**config.mk**
```make
export PLATFORM = sky130hd
export DESIGN_NAME = command_line_xor_deframer_core
export DESIGN_NICKNAME = d
export VERILOG_FILES = /design/src/rtl/clxd_pkg.sv /design/src/rtl/command_line_xor_deframer_core.sv
export SDC_FILE = /design/constraint.sdc
export NUM_CORES = 1
export LEC_CHECK = 0
export ABC_AREA = 1
export BUFFER_PORTS_ARGS = -buffer_cell sky130_fd_sc_hd__clkbuf_2
export CAP_MARGIN = 20
export CELL_PAD_IN_SITES_DETAIL_PLACEMENT = 0
export CELL_PAD_IN_SITES_GLOBAL_PLACEMENT = 2
export CORE_MARGIN = 3
export CORE_UTILIZATION = 37
export CTS_CLUSTER_SIZE = 16
export DETAILED_ROUTE_END_ITERATION = 10
export GPL_TIMING_DRIVEN = 0
export PLACE_DENSITY_LB_ADDON = 0.15
export SKIP_CTS_REPAIR_TIMING = 1
export SKIP_LAST_GASP = 1
export SYNTH_ARGS = -nofsm -noshare
export SYNTH_HDL_FRONTEND = slang
export SYNTH_SLANG_ARGS = --single-unit
```
**constraint.sdc**
```tcl
create_clock -name clk -period 6.36 [get_ports clk]
set_input_delay 0.636 -clock clk [delete_from_list [all_inputs] [get_ports clk]]
set_output_delay 0.636 -clock clk [all_outputs]
set_load 0.05 [all_outputs]
```
**src/rtl/clxd_pkg.sv**
```systemverilog
// ----------------------------------------------------------------------------
// Command line XOR deframer package
// Phase and event codes, character constants and the hex digit decoder.
// ----------------------------------------------------------------------------
`timescale 1ns / 1ps

package clxd_pkg;

  localparam int LINE_CAPACITY = 80;
  localparam int LEN_W         = 7;
  localparam int BYTE_W        = 8;
  localparam int OUT_DATA_W    = 32;

  localparam logic [7:0] CH_DOLLAR = 8'h24;
  localparam logic [7:0] CH_BANG   = 8'h21;
  localparam logic [7:0] CH_STAR   = 8'h2A;
  localparam logic [7:0] CH_CR     = 8'h0D;
  localparam logic [7:0] CH_LF     = 8'h0A;
  localparam logic [7:0] CH_NUL    = 8'h00;

  typedef enum logic [2:0] {
    PH_IDLE = 3'd0,
    PH_BODY = 3'd1,
    PH_HEX1 = 3'd2,
    PH_HEX2 = 3'd3,
    PH_DONE = 3'd4
  } phase_t;

  typedef enum logic [2:0] {
    EV_PAYLOAD  = 3'd0,
    EV_ACCEPT   = 3'd1,
    EV_MISMATCH = 3'd2,
    EV_EXTRA    = 3'd3,
    EV_FRAMING  = 3'd4
  } event_t;

  typedef struct packed {
    logic       valid;
    logic [3:0] value;
  } hex_t;

  function automatic hex_t hex_decode(input logic [7:0] c);
    hex_t h;
    h = '{valid: 1'b0, value: 4'd0};
    if (c inside {[8'h30:8'h39]}) begin
      h = '{valid: 1'b1, value: 4'(c - 8'h30)};
    end else if (c inside {[8'h41:8'h46]}) begin
      h = '{valid: 1'b1, value: 4'(c - 8'h37)};
    end else if (c inside {[8'h61:8'h66]}) begin
      h = '{valid: 1'b1, value: 4'(c - 8'h57)};
    end
    return h;
  endfunction

endpackage

```
**src/rtl/command_line_xor_deframer_core.sv**
```systemverilog
// ----------------------------------------------------------------------------
// Command line XOR deframer core
// Frames '$'/'!' lines, passes body bytes on, checks the '*hh' XOR checksum.
// ----------------------------------------------------------------------------
// Output: a result word is registered and appears in the cycle after the byte that causes it.
// Throughput: one byte per cycle; the output register takes a new word in the
// cycle its previous word is taken, so s_tready only drops while m_tvalid is
// held with m_tready low.
// Reset: rst clears the line state and the output valid; no clearing pass.
`timescale 1ns / 1ps

module command_line_xor_deframer_core
  import clxd_pkg::*;
(
  input  logic                  clk,
  input  logic                  rst,
  input  logic                  s_tvalid,
  output logic                  s_tready,
  input  logic [BYTE_W-1:0]     s_tdata,   // [7:0] rx_byte
  output logic                  m_tvalid,
  input  logic                  m_tready,
  // [7:0] payload_byte, [14:8] line_length, [22:15] computed_sum,
  // [30:23] received_sum, [31] sum_present
  output logic [OUT_DATA_W-1:0] m_tdata,
  output logic [2:0]            m_tuser    // [2:0] event_kind
);

  phase_t            phase, phase_next;
  logic [7:0]        running_xor, running_xor_next;
  logic [7:0]        parsed_sum, parsed_sum_next;
  logic [LEN_W-1:0]  body_count, body_count_next;

  logic              emit;
  event_t            emit_kind;
  logic [7:0]        emit_payload;
  logic [LEN_W-1:0]  emit_len;
  logic [7:0]        emit_xor;
  logic              emit_present;

  logic              accept;
  logic [7:0]        c;
  hex_t              hx;

  assign s_tready = !m_tvalid || m_tready;
  assign accept   = s_tvalid && s_tready;
  assign c        = s_tdata;
  assign hx       = hex_decode(c);

  always_comb begin
    phase_next       = phase;
    running_xor_next = running_xor;
    parsed_sum_next  = parsed_sum;
    body_count_next  = body_count;
    emit             = 1'b0;
    emit_kind        = EV_FRAMING;
    emit_payload     = 8'd0;
    emit_len         = body_count;
    emit_xor         = running_xor;
    emit_present     = (phase == PH_DONE);
    if (c != CH_NUL) begin
      case (phase)
        PH_BODY, PH_HEX1, PH_HEX2, PH_DONE: begin
          if (c == CH_CR || c == CH_LF) begin
            emit             = 1'b1;
            emit_kind        = (phase == PH_DONE && running_xor != parsed_sum)
                               ? EV_MISMATCH : EV_ACCEPT;
            running_xor_next = 8'd0;
            body_count_next  = '0;
            phase_next       = PH_IDLE;
          end else if (c == CH_STAR) begin
            phase_next = PH_HEX1;
          end else if (phase == PH_HEX1 && hx.valid) begin
            parsed_sum_next = {hx.value, 4'd0};
            phase_next      = PH_HEX2;
          end else if (phase == PH_HEX2 && hx.valid) begin
            parsed_sum_next = {parsed_sum[7:4], hx.value};
            phase_next      = PH_DONE;
          end else if (phase == PH_BODY && body_count < LEN_W'(LINE_CAPACITY)) begin
            body_count_next  = body_count + LEN_W'(1);
            running_xor_next = running_xor ^ c;
            emit             = 1'b1;
            emit_kind        = EV_PAYLOAD;
            emit_payload     = c;
            emit_len         = body_count_next;
            emit_xor         = running_xor_next;
          end else if (phase == PH_DONE) begin
            emit      = 1'b1;
            emit_kind = EV_EXTRA;
          end else begin
            emit      = 1'b1;
            emit_kind = EV_FRAMING;
          end
        end
        default: begin
          phase_next = (c == CH_DOLLAR || c == CH_BANG) ? PH_BODY : PH_IDLE;
        end
      endcase
    end
  end

  always_ff @(posedge clk) begin
    if (rst) begin
      phase       <= PH_IDLE;
      running_xor <= 8'd0;
      parsed_sum  <= 8'd0;
      body_count  <= '0;
      m_tvalid    <= 1'b0;
    end else begin
      if (accept) begin
        phase       <= phase_next;
        running_xor <= running_xor_next;
        parsed_sum  <= parsed_sum_next;
        body_count  <= body_count_next;
      end
      if (s_tready) begin
        m_tvalid <= accept && emit;
      end
    end
  end

  always_ff @(posedge clk) begin
    if (accept && emit) begin
      m_tdata <= {emit_present, parsed_sum, emit_xor, emit_len, emit_payload};
      m_tuser <= emit_kind;
    end
  end

endmodule

```
==> results.ini <==
[logic_synthesis]
synth-edff-count = 35
seq_area_frac_synth_pct = 46.8
synthCells = 404
ys.flop_type = edfxtp_1
synth_top_area_share_pct = 30.9
yosys-top-cells-count = nand2_1, edfxtp_1, inv_1
netlist_top_cells_area = edfxtp_1, dfxtp_1, nand2_1
synth_most_common_cell = nand2_1
syn_avg_cell_area_sq_um = 8.41
synth_nets = 421
ys_ff_latch = 62
ys_warn_count = 0
netlist_area_sq_mm = 0.00340
synthArstFlopShare_pct = 0
ys_types = 32
synth_top_cell_by_area = edfxtp_1

[floorplan]
die_area_sq_mm = 0.0104
die_w_um = 102
initial_core_util_pct = 38.6
ioPinCount = 49
die_y_um = 102
core_sq_mm = 0.00881
num_rows = 34

[setup_path]
arrival_ns = 2.54
worstPathCellList = clkbuf_2 -> inv_1 -> ha_1 -> nand2_4 -> nand3_1 -> nand2_2 -> nand2_4 -> nand2_1 -> nand3_1 -> inv_2
critPathMaxFanout = 35
cp.required_ns = 6.32
crit_path_top_delay_cell = inv_2
end_kind = flop
worstSetupPathType = in -> reg
r2r_setup_slack_ns = 4.20
cp_slowest_stage_delay_ns = 0.60
start_kind = input port
cp_num_buf_inv = 3
crit_family = buffers and inverters

[power_and_ir_drop]
power_density_mw_per_mm2 = 209
max-vdd-ir-drop_uv = 109
design_power_total_w = 0.000833
leakage_nw = 1.62

[layout]
multi_input_area_sq_mm = 0.00156
final_nets = 478
nFillCells = 905
stdcell_area_sq_mm = 0.00398
antenna_cells = 0
regArea_sq_mm = 0.00159
drive_gt1_share_pct = 28.1
areaGrowthSynthToFinish_pct = 17.0

[placed_design]
placed_area_sq_mm = 0.00376
place_congestion = 0.817
dpl.hpwl_um = 6130
numPortBuffers = 46

[detailed_routing]
viasPerCell = 4.65
highest_layer = met4
ant_nets = 0
wl_met3_um = 334
route.detailed.drc = 0
drtIter0Drc = 87
routed_wl_um = 8330
m1WireLength_um = 4150
wl_met2_um = 3730
first_pass_iters = 4
wl_per_cell_um = 14.5
vias = 2671

[cts]
clk_pin_slew_ns = 0.07
root_buffer = clkbuf_8
clk_latency_ns = 0.34
cts.sinks = 62
cts_tree = yes
htreeDepth = 3
cts_buffer_depth = 2
cts_buffers = 9

[sta]
slew_headroom_pct = 47.3
finalCritPeriodShare_pct = 40.5
finClkSkew_ns = 0.00867
hold_viol_final = 0
setup_violations = 0
max_freq_mhz = 389
setup_tns_ns = 0
slew_viol_final = 0
rsz0062_at_grt = no
tightest_slew_ns = 0.789
min_period_ns = 2.57

[grt]
grt_max_degree = 36
antenna_found_initial = 0
grt_usage_pct = 17.2
grt_remaining_overflow = 0
first_global_vias = 2537
grt_pass1_wl_um = 13400

[worst_hold_path]
hp-class = reg -> reg

[run_status]
outcome = finished clean

[job]
drv_cap = 0

-- sequential cells by signal, summed over array words and instances, names as in the netlist --
name and flops:
parsed_sum 8, m_tuser 3, running_xor 8, m_tvalid 1
phase 3, body_count 7, m_tdata 32
-- where the power goes --
group          switching [W]  internal, W  leakage [nW]  total [W]
clock               0.000160     0.000220         0.106   0.000380
combinational      0.0000240    0.0000109         0.977  0.0000349
sequential      0.0000000570     0.000419         0.541   0.000419
total               0.000184     0.000650          1.62   0.000833
-- area by class of cell --
cell class	count	share of cell area (%)
Buffer	12	2.39
Clock inverter	6	2.17
Tap cell	108	3.40
Inverter	40	3.90
Timing Repair Buffer	46	5.79
Multi-Input combinational cell	290	39.2
Clock buffer	10	3.21
Sequential cell	62	40.0
-- placed cells by master, fill, tap and decap left out, types with 2 or more instances in the layout --
cell,n
nand2_1,123
clkbuf_2,46
edfxtp_1,35
inv_1,30
dfxtp_1,27
nor2_1,26
a21oi_1,20
nand2_2,19
o21ai_0,16
nand3_1,14
o21ai_1,13
xnor2_1,12
a21oi_2,10
inv_2,9
clkbuf_8,9
xor2_1,7
nor2_2,5
ha_1,5
buf_6,4
nand2_4,4
buf_2,4
nor2_4,3
nand3_2,3
o21ai_2,3
clkbuf_1,3
nor3_1,2
clkinv_2,2
bufinv_16,2
-- metrics by stage --
step,instances,worst slack [ns],utilization [%],hold WS [ns]
5_1_grt,574,3.56,45.2,0.498
3_3_place_gp,558,2.93,42.8,0.473
2_1_floorplan,404,3.51,-,0.445
6_report,574,3.79,45.2,0.490
3_5_place_dp,558,3.41,42.8,0.469
4_1_cts,574,3.75,45.2,0.488
-- logic make-up (layout without fill, tap and decap cells) --
group | count (synthesis) | after routing | share of synthesized area, %
xor+xnor | 19 | 19 | 4.90
fa+ha+maj | 5 | 5 | 1.84
simple gates | 202 | 202 | 27.9
buf+inv | 52 | 114 | 7.36
flops | 62 | 62 | 46.8
compound gates | 64 | 64 | 11.2
-- worst paths after layout --
path / from / end / depth (start not counted)
worst max-delay path: s_tdata[0] / m_tdata[25] / 10
worst min-delay path: parsed_sum[7] / m_tdata[30] / 0
worst max register to register: phase[1] / m_tdata[25] / 8
worst min register to register: parsed_sum[7] / m_tdata[30] / 0
-- routing by layer --
layer / up-vias / GRT usage (%)
li1: 1414 / -
met1: 1195 / 24.3
met2: 51 / 26.9
met3: 11 / 2.73
met4: 0 / 6.05
met5: - / 0
No activity file was read; power rests on OpenSTA's default activity.
